### config.mk
export PLATFORM = sky130hd
export DESIGN_NAME = world_box_background_shader
export DESIGN_NICKNAME = d
export VERILOG_FILES = /design/src/hdl/wbbs_pkg.sv /design/src/hdl/world_box_background_shader.sv /design/src/hdl/wbbs_front.sv /design/src/hdl/wbbs_divider.sv /design/src/hdl/wbbs_engine.sv
export SDC_FILE = /design/constraint.sdc
export NUM_CORES = 2
export LEC_CHECK = 0
export BUFFER_PORTS_ARGS = -buffer_cell sky130_fd_sc_hd__buf_2
export CAP_MARGIN = 25
export CORE_UTILIZATION = 64
export CTS_BUF_LIST = sky130_fd_sc_hd__clkbuf_2
export DETAILED_ROUTE_END_ITERATION = 10
export MAX_ROUTING_LAYER = met4
export PLACE_DENSITY = 0.86
export SYNTH_ARGS = -nofsm -noshare
export SYNTH_HDL_FRONTEND = slang
export SYNTH_HIERARCHICAL = 1
export SYNTH_SLANG_ARGS = --single-unit
### constraint.sdc
create_clock -name clk -period 13.75 [get_ports clk]
set_clock_uncertainty 0.1 [all_clocks]
set_input_delay 2.75 -clock clk [delete_from_list [all_inputs] [get_ports clk]]
set_output_delay 2.75 -clock clk [all_outputs]
set_load 0.005 [all_outputs]
### src/hdl/wbbs_pkg.sv
// Package for the world box background shader: widths, register indexes,
// face colours and the queue entry types. No dependencies.
package wbbs_pkg;

    localparam int CfgIdxW = 3;
    localparam int CfgDataW = 63;
    localparam int CompW = 21;
    localparam int DirW = 40;
    localparam int NumW = 39;
    localparam int QuoW = 39;
    localparam int ColW = 24;
    localparam int DefMaxWidth = 2048;
    localparam int DefMaxHeight = 2048;

    localparam logic [CfgIdxW-1:0] REG_RIGHT = 3'd0;
    localparam logic [CfgIdxW-1:0] REG_UP = 3'd1;
    localparam logic [CfgIdxW-1:0] REG_FORWARD = 3'd2;
    localparam logic [CfgIdxW-1:0] REG_NEAR = 3'd3;
    localparam logic [CfgIdxW-1:0] REG_FAR = 3'd4;
    localparam logic [CfgIdxW-1:0] REG_WIDTH = 3'd5;
    localparam logic [CfgIdxW-1:0] REG_HEIGHT = 3'd6;
    localparam logic [CfgIdxW-1:0] REG_LIMIT = 3'd7;

    function automatic logic [ColW-1:0] face_colour(input logic [2:0] f);
        logic [ColW-1:0] c;
        case (f)
            3'd0: c = 24'h6F6F00;
            3'd1: c = 24'h6F006F;
            3'd2: c = 24'h006F00;
            3'd3: c = 24'h00006F;
            3'd4: c = 24'h888888;
            default: c = 24'h000000;
        endcase
        return c;
    endfunction

    typedef struct packed {
        logic        painted;
        logic        start;
        logic [12:0] tx;
        logic [12:0] ty;
    } pix_item_t;

    typedef enum logic [2:0] {
        ST_IDLE,
        ST_DIR,
        ST_NEAR,
        ST_FAR,
        ST_NEXT,
        ST_DONE
    } eng_state_t;

endpackage

### src/hdl/world_box_background_shader.sv
// Top level of the world box background shader: configuration registers,
// front queue and back-end engine. Depends on wbbs_pkg, wbbs_front, wbbs_engine.
//
// Usage: push pixels (pix_x, pix_y, already_painted, frame_start) in raster
// order while full is low; a transfer happens when push is high and full low.
// Results (colour, write_enable) wait on the ports while empty is low and
// transfer when pop is high. A two-entry queue parts the front from the engine,
// and a one-entry output register parts the engine from the receiver, so the
// front keeps taking pixels while a result waits.
// Steps: a painted pixel is taken, classified and written out. An unpainted
// pixel goes, for each axis, through the direction steps, up to two divisions
// in the shared restoring divider (one quotient bit per cycle) and one step
// state, and is then written out.
// One pixel is worked on at a time.
// Reset clears the queue, the output register, the carried colour and the
// registers to their defaults. When the receiver stalls the engine holds its
// finished result and then the queue fills and full rises.
// Write configuration only while idle.
module world_box_background_shader
    import wbbs_pkg::*;
#(
    parameter int MaxWidth = DefMaxWidth,
    parameter int MaxHeight = DefMaxHeight
) (
    input  logic                clk,
    input  logic                rst_n,
    input  logic                cfg_we,
    input  logic [CfgIdxW-1:0]  cfg_index,
    input  logic [CfgDataW-1:0] cfg_data,
    input  logic                push,
    output logic                full,
    input  logic [10:0]         pix_x,
    input  logic [10:0]         pix_y,
    input  logic                already_painted,
    input  logic                frame_start,
    output logic                empty,
    input  logic                pop,
    output logic [ColW-1:0]     colour,
    output logic                write_enable
);
    logic [CfgDataW-1:0] right_reg, up_reg, fwd_reg, near_reg, far_reg;
    logic [11:0] width_reg, height_reg;
    logic [15:0] limit_reg;
    logic [12:0] w_next, h_next;
    logic item_valid, item_take;
    pix_item_t item;

    // saturate viewport sizes to the supported maximum
    assign w_next = ({1'b0, cfg_data[11:0]} > 13'(MaxWidth)) ? 13'(MaxWidth)
                    : {1'b0, cfg_data[11:0]};
    assign h_next = ({1'b0, cfg_data[11:0]} > 13'(MaxHeight)) ? 13'(MaxHeight)
                    : {1'b0, cfg_data[11:0]};

    always_ff @(posedge clk or negedge rst_n)
    begin
        if (!rst_n)
        begin
            right_reg <= '0;
            up_reg <= '0;
            fwd_reg <= '0;
            near_reg <= '0;
            far_reg <= '0;
            width_reg <= 12'd640;
            height_reg <= 12'd480;
            limit_reg <= 16'd4096;
        end
        else if (cfg_we)
        begin
            unique case (cfg_index)
                REG_RIGHT: right_reg <= cfg_data;
                REG_UP: up_reg <= cfg_data;
                REG_FORWARD: fwd_reg <= cfg_data;
                REG_NEAR: near_reg <= cfg_data;
                REG_FAR: far_reg <= cfg_data;
                REG_WIDTH: width_reg <= w_next[11:0];
                REG_HEIGHT: height_reg <= h_next[11:0];
                REG_LIMIT: limit_reg <= cfg_data[15:0];
                default: ;
            endcase
        end
    end

    wbbs_front #(.Depth(2)) u_front (
        .clk(clk), .rst_n(rst_n), .push(push), .full(full),
        .pix_x(pix_x), .pix_y(pix_y), .already_painted(already_painted),
        .frame_start(frame_start),
        .half_w({1'b0, width_reg[11:1]}), .half_h({1'b0, height_reg[11:1]}),
        .item_valid(item_valid), .item(item), .item_take(item_take)
    );

    wbbs_engine u_engine (
        .clk(clk), .rst_n(rst_n), .item_valid(item_valid), .item(item),
        .item_take(item_take), .right_reg(right_reg), .up_reg(up_reg),
        .fwd_reg(fwd_reg), .near_reg(near_reg), .far_reg(far_reg),
        .limit_reg(limit_reg), .empty(empty), .pop(pop), .colour(colour),
        .write_enable(write_enable)
    );
endmodule

### src/hdl/wbbs_front.sv
// Front end: takes pixels, forms signed view offsets, buffers them in a
// short queue. Depends on wbbs_pkg.
module wbbs_front
    import wbbs_pkg::*;
#(
    parameter int Depth = 2
) (
    input  logic         clk,
    input  logic         rst_n,
    input  logic         push,
    output logic         full,
    input  logic [10:0]  pix_x,
    input  logic [10:0]  pix_y,
    input  logic         already_painted,
    input  logic         frame_start,
    input  logic [11:0]  half_w,
    input  logic [11:0]  half_h,
    output logic         item_valid,
    output pix_item_t    item,
    input  logic         item_take
);
    localparam int PtrW = $clog2(Depth);
    pix_item_t mem_reg [Depth];
    logic [PtrW-1:0] wr_reg, rd_reg;
    logic [PtrW:0] cnt_reg;
    pix_item_t in_item;
    logic do_push, do_pop;

    always_comb
    begin
        in_item.painted = already_painted;
        in_item.start = frame_start;
        in_item.tx = 13'($signed({1'b0, half_w}) - 13'sd1 - $signed({2'b0, pix_x}));
        in_item.ty = 13'($signed({1'b0, half_h}) - 13'sd1 - $signed({2'b0, pix_y}));
    end

    assign full = (cnt_reg == (PtrW+1)'(Depth));
    assign item_valid = (cnt_reg != '0);
    assign item = mem_reg[rd_reg];
    assign do_push = push && !full;
    assign do_pop = item_take && item_valid;

    always_ff @(posedge clk)
    begin
        if (do_push)
        begin
            mem_reg[wr_reg] <= in_item;
        end
    end

    always_ff @(posedge clk or negedge rst_n)
    begin
        if (!rst_n)
        begin
            wr_reg <= '0;
            rd_reg <= '0;
            cnt_reg <= '0;
        end
        else
        begin
            if (do_push)
            begin
                wr_reg <= (wr_reg == PtrW'(Depth-1)) ? '0 : wr_reg + 1'b1;
            end
            if (do_pop)
            begin
                rd_reg <= (rd_reg == PtrW'(Depth-1)) ? '0 : rd_reg + 1'b1;
            end
            cnt_reg <= cnt_reg + (PtrW+1)'(do_push) - (PtrW+1)'(do_pop);
        end
    end
endmodule

### src/hdl/wbbs_divider.sv
// Restoring divider, one quotient bit per cycle. Computes num/den unsigned.
// Depends on wbbs_pkg.
module wbbs_divider
    import wbbs_pkg::*;
(
    input  logic            clk,
    input  logic            rst_n,
    input  logic            start,
    input  logic [NumW-1:0] num,
    input  logic [DirW-1:0] den,
    output logic            done,
    output logic [QuoW-1:0] quo
);
    localparam int CntW = $clog2(NumW+1);
    logic [QuoW-1:0] q_reg;
    logic [DirW:0] rem_reg;
    logic [DirW-1:0] den_reg;
    logic [CntW-1:0] cnt_reg;
    logic busy_reg;
    logic [DirW:0] shifted, diff;

    assign shifted = {rem_reg[DirW-1:0], q_reg[QuoW-1]};
    assign diff = shifted - {1'b0, den_reg};
    assign quo = q_reg;
    assign done = busy_reg && (cnt_reg == '0);

    always_ff @(posedge clk)
    begin
        if (start)
        begin
            q_reg <= num;
            rem_reg <= '0;
            den_reg <= den;
        end
        else if (busy_reg && cnt_reg != '0)
        begin
            if (!diff[DirW])
            begin
                rem_reg <= diff;
                q_reg <= {q_reg[QuoW-2:0], 1'b1};
            end
            else
            begin
                rem_reg <= shifted;
                q_reg <= {q_reg[QuoW-2:0], 1'b0};
            end
        end
    end

    always_ff @(posedge clk or negedge rst_n)
    begin
        if (!rst_n)
        begin
            busy_reg <= 1'b0;
            cnt_reg <= '0;
        end
        else if (start)
        begin
            busy_reg <= 1'b1;
            cnt_reg <= CntW'(NumW);
        end
        else if (busy_reg)
        begin
            if (cnt_reg == '0)
            begin
                busy_reg <= 1'b0;
            end
            else
            begin
                cnt_reg <= cnt_reg - 1'b1;
            end
        end
    end
endmodule

### src/hdl/wbbs_engine.sv
// Back end: per-axis ray direction, face quotients through the shared
// divider, nearest-hit selection, carried colour and output register.
// Depends on wbbs_pkg and wbbs_divider.
module wbbs_engine
    import wbbs_pkg::*;
(
    input  logic                clk,
    input  logic                rst_n,
    input  logic                item_valid,
    input  pix_item_t           item,
    output logic                item_take,
    input  logic [CfgDataW-1:0] right_reg,
    input  logic [CfgDataW-1:0] up_reg,
    input  logic [CfgDataW-1:0] fwd_reg,
    input  logic [CfgDataW-1:0] near_reg,
    input  logic [CfgDataW-1:0] far_reg,
    input  logic [15:0]         limit_reg,
    output logic                empty,
    input  logic                pop,
    output logic [ColW-1:0]     colour,
    output logic                write_enable
);
    eng_state_t state_reg, state_next;
    pix_item_t cur_reg;
    logic [1:0] axis_reg;
    logic [1:0] mstep_reg;
    logic signed [DirW-1:0] dir_reg;
    logic signed [DirW-1:0] prod_reg;
    logic [QuoW-1:0] bound_reg;
    logic [ColW-1:0] carry_reg;
    logic [ColW-1:0] out_col_reg;
    logic out_we_reg, out_full_reg;
    logic div_pend_reg;

    logic signed [CompW-1:0] cr, cu, cf, cn, cfa, off;
    logic signed [CompW+13:0] mul;
    logic signed [DirW-1:0] dir_sum;
    logic div_start, div_done, off_ok;
    logic [QuoW-1:0] quo;
    logic [NumW-1:0] num;
    logic [DirW-1:0] den;
    logic hit, accept_item, out_free;

    always_comb
    begin
        cr = right_reg[21*axis_reg +: CompW];
        cu = up_reg[21*axis_reg +: CompW];
        cf = fwd_reg[21*axis_reg +: CompW];
        cn = near_reg[21*axis_reg +: CompW];
        cfa = far_reg[21*axis_reg +: CompW];
        mul = (mstep_reg == 2'd0) ? cr * $signed(cur_reg.tx) : cu * $signed(cur_reg.ty);
        dir_sum = prod_reg + DirW'($signed({cf, 12'd0}));
        off = (state_reg == ST_FAR) ? cfa : cn;
        off_ok = (off != 0) && (off[CompW-1] == dir_reg[DirW-1]);
        num = {(off[CompW-1] ? CompW'(-off) : CompW'(off)), 18'd0};
        den = dir_reg[DirW-1] ? DirW'(-dir_reg) : DirW'(dir_reg);
        hit = div_done && (quo >= QuoW'(64)) && (quo < bound_reg);
    end

    wbbs_divider u_div (
        .clk(clk), .rst_n(rst_n), .start(div_start), .num(num), .den(den),
        .done(div_done), .quo(quo)
    );

    assign out_free = !out_full_reg || pop;
    assign empty = !out_full_reg;
    assign colour = out_col_reg;
    assign write_enable = out_we_reg;

    // next state
    always_comb
    begin
        state_next = state_reg;
        unique case (state_reg)
            ST_IDLE:
                if (item_valid)
                begin
                    state_next = ST_DIR;
                end
            ST_DIR:
                if (cur_reg.painted)
                begin
                    state_next = ST_DONE;
                end
                else if (mstep_reg == 2'd2)
                begin
                    state_next = (dir_sum == '0) ? ST_NEXT : ST_NEAR;
                end
            ST_NEAR:
                if (!div_pend_reg && !off_ok)
                begin
                    state_next = ST_FAR;
                end
                else if (div_done)
                begin
                    state_next = (quo >= QuoW'(64)) ? ST_NEXT : ST_FAR;
                end
            ST_FAR:
                if ((!div_pend_reg && !off_ok) || div_done)
                begin
                    state_next = ST_NEXT;
                end
            ST_NEXT:
                state_next = (axis_reg == 2'd2) ? ST_DONE : ST_DIR;
            ST_DONE:
                if (out_free)
                begin
                    state_next = ST_IDLE;
                end
            default: state_next = ST_IDLE;
        endcase
    end

    // outputs
    always_comb
    begin
        accept_item = (state_reg == ST_IDLE) && item_valid;
        item_take = accept_item;
        div_start = ((state_reg == ST_NEAR) || (state_reg == ST_FAR))
                    && !div_pend_reg && off_ok;
    end

    always_ff @(posedge clk)
    begin
        if (accept_item)
        begin
            cur_reg <= item;
        end
        if (state_reg == ST_DIR)
        begin
            if (mstep_reg == 2'd2)
            begin
                dir_reg <= dir_sum;
            end
            else
            begin
                prod_reg <= (mstep_reg == 2'd0) ? DirW'(mul) : prod_reg + DirW'(mul);
            end
        end
    end

    always_ff @(posedge clk or negedge rst_n)
    begin
        if (!rst_n)
        begin
            state_reg <= ST_IDLE;
            axis_reg <= '0;
            mstep_reg <= '0;
            bound_reg <= '0;
            carry_reg <= '0;
            out_full_reg <= 1'b0;
            out_col_reg <= '0;
            out_we_reg <= 1'b0;
            div_pend_reg <= 1'b0;
        end
        else
        begin
            state_reg <= state_next;
            if (pop && out_full_reg)
            begin
                out_full_reg <= 1'b0;
            end
            if (accept_item)
            begin
                axis_reg <= '0;
                mstep_reg <= '0;
                bound_reg <= QuoW'({limit_reg, 6'd0});
                if (item.start)
                begin
                    carry_reg <= '0;
                end
            end
            if (state_reg == ST_DIR)
            begin
                mstep_reg <= (mstep_reg == 2'd2) ? 2'd0 : mstep_reg + 2'd1;
            end
            if (div_start)
            begin
                div_pend_reg <= 1'b1;
            end
            else if (div_done)
            begin
                div_pend_reg <= 1'b0;
            end
            if (hit)
            begin
                bound_reg <= quo;
                carry_reg <= face_colour({axis_reg, state_reg == ST_FAR});
            end
            if (state_reg == ST_NEXT)
            begin
                axis_reg <= axis_reg + 2'd1;
            end
            if (state_reg == ST_DONE && out_free)
            begin
                out_full_reg <= 1'b1;
                out_we_reg <= !cur_reg.painted;
                out_col_reg <= cur_reg.painted ? '0 : carry_reg;
            end
        end
    end
endmodule

=== Yosys cells after proc, flatten, opt, wreduce, memory -nomap -nowiden ===
Memory sizes are Yosys's and may differ from the RTL's.
Index checks and enable logic that the tools add are counted.

* Reductions and logical operators: 51
* Bitwise gates (word level): 1
* Equal/unequal tests: 26
* Multiplexer cells: 46
* Multiply operators: 3
* Shift operators: 5
* $lt $le $gt $ge: 3
* Add/sub/neg operators: 16

{| class="wikitable"
|+ Operators by type and width
! cell !! count
|-
| $shiftx 63x8->21 || 5
|-
| $mux 39 || 5
|-
| $pmux 24 s5 || 1
|-
| $mux 24 || 4
|-
| $mux 40 || 2
|-
| $mul 21x13->34 || 2
|-
| $mux 21 || 2
|-
| $sub 41x40->41 || 1
|-
| $add 40x33->40 || 1
|-
| $add 40x35->40 || 1
|-
| $logic_not 40->1 || 1
|-
| $neg 40->40 || 1
|-
| $ge 39x7->1 const B || 1
|-
| $lt 39x39->1 || 1
|-
| $mux 35 || 1
|-
| $reduce_bool 32->1 || 1
|-
| $mux 3 || 10
|-
| $sub 13x12->13 || 2
|-
| $reduce_and 2->1 || 12
|-
| $sub 11x1->12 const B || 2
|-
| $eq 3x3->1 const B || 7
|-
| $neg 21->21 || 1
|-
| $eq 3x2->1 const B || 6
|-
| $mux 6 || 3
|-
| 27 further kinds || 78
|}

* Word-level logic and storage cells: 184
* Memories kept: 1
* Input bits: 95
* Output and inout bits: 27
* Register bits after elaboration: 689
* Bits in writable memories: 56

{| class="wikitable"
|+ Memory list
! name !! depth !! bits a word !! read ports !! clocked after memory_dff !! write ports !! line !! source
|-
| u_front.mem_reg || 2 || 28 || 1 || 0 || 1 || wbbs_front.sv:23 || <nowiki>pix_item_t mem_reg [Depth];</nowiki>
|}

=== Longest topological paths before layout ===
* Depth after elaboration: 10
* Depth in mapped cells: 41
* Depth with buffers taken out: 37

=== Cells and area by module ===
Netlist, hierarchy kept.

{| class="wikitable"
|+ By module, submodules not included
! module !! cells each !! area each (µm²) !! seq. area each (µm²) !! times used
|-
| wbbs_engine || 3658 || 33239.4 || 4789.6 || 1
|-
| world_box_background_shader || 764 || 14076.0 || 8842.2 || 1
|-
| wbbs_divider || 672 || 7011.7 || 3348.2 || 1
|-
| wbbs_front || 279 || 3437.0 || 1781.7 || 1
|}

=== Worst setup path before layout ===
OpenSTA, ideal clock, no wires.

* Kind: flip-flop to flip-flop
* From: reg u_engine.axis_reg[0]
* To: reg u_engine.prod_reg[39] (data pin)
* Data arrival time: 9.400 ns
* Stages on the path, launching flop included: 37
* Library setup time: 0.264 ns
* Data required time: 13.386 ns
* Path buffers: 4
* Clock period less this slack: 9.765 ns
* Path slack: 3.985 ns
* Cells stage by stage: dfrtp_1 > buf_1 > clkbuf_1 > buf_1 > mux2i_1 > o21ai_0 > clkbuf_1 > nand2_1 > fa_1 > fa_1 > inv_1 > fa_1 > fa_1 > fa_1 > fa_1 > ha_1 > a21o_1 > a21oi_1 > o21a_1 > o32ai_1 > o41ai_1 > o21ai_0 > a31oi_1 > o21bai_1 > xor2_1 > mux2_2 > ha_1 > o21a_1 > nor2_1 > nor2_1 > o21a_1 > a21oi_1 > or2_2 > o41ai_1 > or4_1 > nand3_1 > xor2_1

* Cells in the longest elaborated chain, start to end: 6
* Elaborated cells between the ends (all ways): 8
* Classes of those cells: add/sub: 1; mul: 3; shift: 2; mux: 2

{| class="wikitable"
|+ RTL lines
! element !! line !! source
|-
| from (decl) || wbbs_engine.sv:25 || <nowiki>logic [1:0] axis_reg;</nowiki>
|-
| from (signal assigned) || wbbs_engine.sv:192 || <nowiki>axis_reg <= axis_reg + 2'd1;</nowiki>
|-
| $mul 5x2->7 (*) || wbbs_engine.sv:46, wbbs_engine.sv:47 ||
|-
| $shiftx 63x8->21, on equally long branches || wbbs_engine.sv:47, wbbs_engine.sv:46 ||
|-
| $mul 21x13->34 || wbbs_engine.sv:51 || <nowiki>mul = (mstep_reg == 2'd0) ? cr * $signed(cur_reg.tx) : cu * $signed(cur_reg.ty);</nowiki>
|-
| $mux 35 (*) || wbbs_engine.sv:51 ||
|-
| $add 40x35->40 || wbbs_engine.sv:137 || <nowiki>prod_reg <= (mstep_reg == 2'd0) ? DirW'(mul) : prod_reg + DirW'(mul);</nowiki>
|-
| $mux 40 (*) || wbbs_engine.sv:137 ||
|-
| to (signal assigned) || wbbs_engine.sv:137 ||
|-
| to (decl) || wbbs_engine.sv:28 || <nowiki>logic signed [DirW-1:0] prod_reg;</nowiki>
|}

Mark *: on every way between the ends. The rest lies on a longest branch, timed or not.
A chain may end at the register's enable or synchronous reset.

=== Worst setup path after layout ===
* From: reg u_engine.axis_reg[0]
* To: reg u_engine.prod_reg[35] (data pin)

The elaborated chain is that of the path after synthesis.

==> results.sh <==
export IMPL_crit_path_start_kind="flip-flop"
export IMPL_worst_setup_slack_for_register_to_register_paths_ps=2780
export IMPL_vias_per_cell=6.15
export IMPL_yosysUniqueCellTypes=106
export IMPL_clock_tree_buffer_depth=3
export IMPL_ios=122
export IMPL_fin_crit_sh=0.798
export IMPL_critical_path_peak_fanout=48
export IMPL_drt_first_iter_violations=4019
export IMPL_tritoncts_num_sinks=709
export IMPL_placement_cell_area_um2=59200
export IMPL_synthesis_area_um2=57800
export IMPL_critical_path_reg2reg_endpoint="u_engine/prod_reg[35]$_DFFE_PP_"
export IMPL_antenna_found_initial=7
export IMPL_syn2layout_area_growth_pct=5.49
export IMPL_cts_hold_buffers_added=0
export IMPL_hold_viol_final=0
export IMPL_gpl_final_weighted_congestion=0.972
export IMPL_max_h_tree_level=4
export IMPL_tritoncts="built"
export IMPL_final_cell_mix="581 x sky130_fd_sc_hd__nand2_1, 560 x sky130_fd_sc_hd__inv_1, 505 x sky130_fd_sc_hd__fa_1"
export IMPL_layout_commonest_cell="sky130_fd_sc_hd__nand2_1"
export IMPL_crit_arrival_ps=11960
export IMPL_grt_usage=0.341
export IMPL_drc=0
export IMPL_finalMaxSlewViolations=0
export IMPL_number_of_fill_cells=6307
export IMPL_placement_rows=109
export IMPL_dr_total_vias=42056
export IMPL_fin_setup_tns_ps=0
export IMPL_timing_hold_worst_endpoint="u_engine/u_div/rem_reg[20]$_SDFFE_PP0P_"
export IMPL_worst_endpoint_required_ps=14730
export IMPL_clk_pin_slew_worst_paths_ps=110
export IMPL_timing_rr_start="u_engine/axis_reg[0]$_DFFE_PN0P_"
export IMPL_design_core_area_um2=88900
export IMPL_dp_hpwl_um=111000
export IMPL_design_final_nets=6462
export IMPL_post_synth_cell_area_avg_um2=10.8
export IMPL_drv_cap=0
export IMPL_port_buffers=118
export IMPL_min_path_cells=2
export IMPL_ys_warn_count=6
export IMPL_r2r_cells=36
export IMPL_floorplan_initialDensity=0.650
export IMPL_clock_insertion_delay_worst_skew_ps=1470
export IMPL_synth_enable_flop_cells=242
export IMPL_timing_critical_path_to_type="flip-flop"
export IMPL_die_area_um2=91500
export IMPL_timing_fmax_mhz=91.1
export IMPL_most_used_dff_post_synth="sky130_fd_sc_hd__dfrtp_1"
export IMPL_hold_path_class="flip-flop to flip-flop"
export IMPL_detail_route_wirelength_um=149000
export IMPL_grt_pass1_wl_um=234000
export IMPL_post_synth_inst_count=5373
export IMPL_worst_hold_startpoint="u_engine/u_div/rem_reg[20]$_SDFFE_PP0P_"
export IMPL_number_of_global_route_vias_before_repair=43016
export IMPL_cts_setup_buffers=0
export IMPL_crit_type="flip-flop to flip-flop"
export IMPL_outcome="complete, no violations"
export IMPL_postSynth_asyncResetShare=0.602
export IMPL_drt_pre_antenna_iters=9
export IMPL_worst_slew_pin_transition_ps=1100
export IMPL_synth_seq_cells=709
export IMPL_floorplan_die_width_um=302
export IMPL_grt_overflow_total=0
export IMPL_rsz0062_at_grt="no"
export IMPL_ant_nets_after_route=0
export IMPL_die_h_um=302
export IMPL_final_period_minus_worst_setup_slack_ps=10970
export IMPL_design_area_um2=60900
export IMPL_cp_dominant_cell_by_count="sky130_fd_sc_hd__fa_1"
export IMPL_cts_root_buf="sky130_fd_sc_hd__clkbuf_2"
export IMPL_cpPeakStageDelay_ps=780
export IMPL_seq_area_frac_synth=0.325
export IMPL_cts_repair_resize_count=0
export IMPL_post_drt_wl_per_cell_um=21.8
export IMPL_critical_path_slowest_cell="sky130_fd_sc_hd__dfrtp_4"
export IMPL_slew_limit_headroom=0.263
export IMPL_cts_made_buffers=175
export IMPL_drive_gt1_frac=0.177
export IMPL_grt_max_degree=184
export IMPL_finalSetupViolCount=0
[synthesized netlist by cell type (all sizes together), types with 166 or more instances]
cell type	number	area, um^2
fa	505	10100
and2	219	1370
mux2	461	5870
dfrtp	420	10500
nor2	200	751
ha	342	4280
xnor2	166	1450
nand2	581	2180
edfxtp	242	7270
clkbuf	170	638
o21ai	266	1340
inv	561	2110
a21oi	222	1110
[worst max-delay path, delay by kind of cell, from the launching register on]
kind | cells | cell delay [ps]
compound gates | 12 | 3230
xor+xnor | 2 | 340
mux | 2 | 580
flops | 1 | 780
fa+ha+maj | 8 | 3520
simple gates | 6 | 820
buf+inv | 6 | 1210
[metrics by stage]
step	hold slack [ps]	instances	utilization	setup slack, ps
floorplan	340	5402	-	3990
global placement	358	6506	0.666	3250
detailed placement	372	6506	0.666	2920
CTS	382	6826	0.684	2930
global route	390	6836	0.685	2130
finish	379	6836	0.685	2780
[kinds of logic after synthesis]
family,Yosys count,synth area share
XOR/XNOR,232,0.0352
adder cells (fa/ha/maj),847,0.249
flip-flops,709,0.325
other,2,0.000130
buffers and inverters,817,0.0604
multiplexers,571,0.125
AO/OA/AOI/OAI,875,0.0963
AND/OR/NAND/NOR,1320,0.110
[how the worst max path moves through the flow]
| stage | start | end | slack, ps | cells past startpoint |
|---|---|---|---|---|
| final | u_engine/axis_reg[0]$_DFFE_PN0P_ | u_engine/prod_reg[35]$_DFFE_PP_ | 2780 | 36 |
| after global routing | u_engine/axis_reg[0]$_DFFE_PN0P_ | u_engine/prod_reg[37]$_DFFE_PP_ | 2130 | 37 |
| after CTS | u_engine/axis_reg[0]$_DFFE_PN0P_ | u_engine/prod_reg[35]$_DFFE_PP_ | 2930 | 36 |
| after detailed placement | u_engine/axis_reg[0]$_DFFE_PN0P_ | u_engine/prod_reg[35]$_DFFE_PP_ | 2920 | 36 |
| after global placement | u_engine/axis_reg[0]$_DFFE_PN0P_ | u_engine/prod_reg[35]$_DFFE_PP_ | 3250 | 36 |
| after floorplan | u_engine/axis_reg[0]$_DFFE_PN0P_ | u_engine/prod_reg[39]$_DFFE_PP_ | 3990 | 36 |
[area by class of cell]
type | instances | area, um^2 | area share
multi-input cells | 3876 | 35700 | 0.586
clock inverters | 70 | 373 | 0.00612
diodes | 8 | 20.0 | 0.000329
inverters | 562 | 2110 | 0.0346
well taps | 1165 | 1460 | 0.0239
repair buffers | 196 | 1230 | 0.0202
clock buffers | 250 | 1250 | 0.0205
flip-flops and latches | 709 | 18800 | 0.308
[routing by layer]
layer / vias up / routed length (um) / GRT usage
met2: 2269 / 68900 / 0.520
met3: 462 / 14400 / 0.0757
met1: 20706 / 57800 / 0.432
met4: 0 / 7820 / 0.173
met5: - / 0 / -
li1: 18619 / - / -
Power is left out: the tool's default activity adds up to more than one toggle a clock period on the data nets, which glitch-free logic cannot reach.
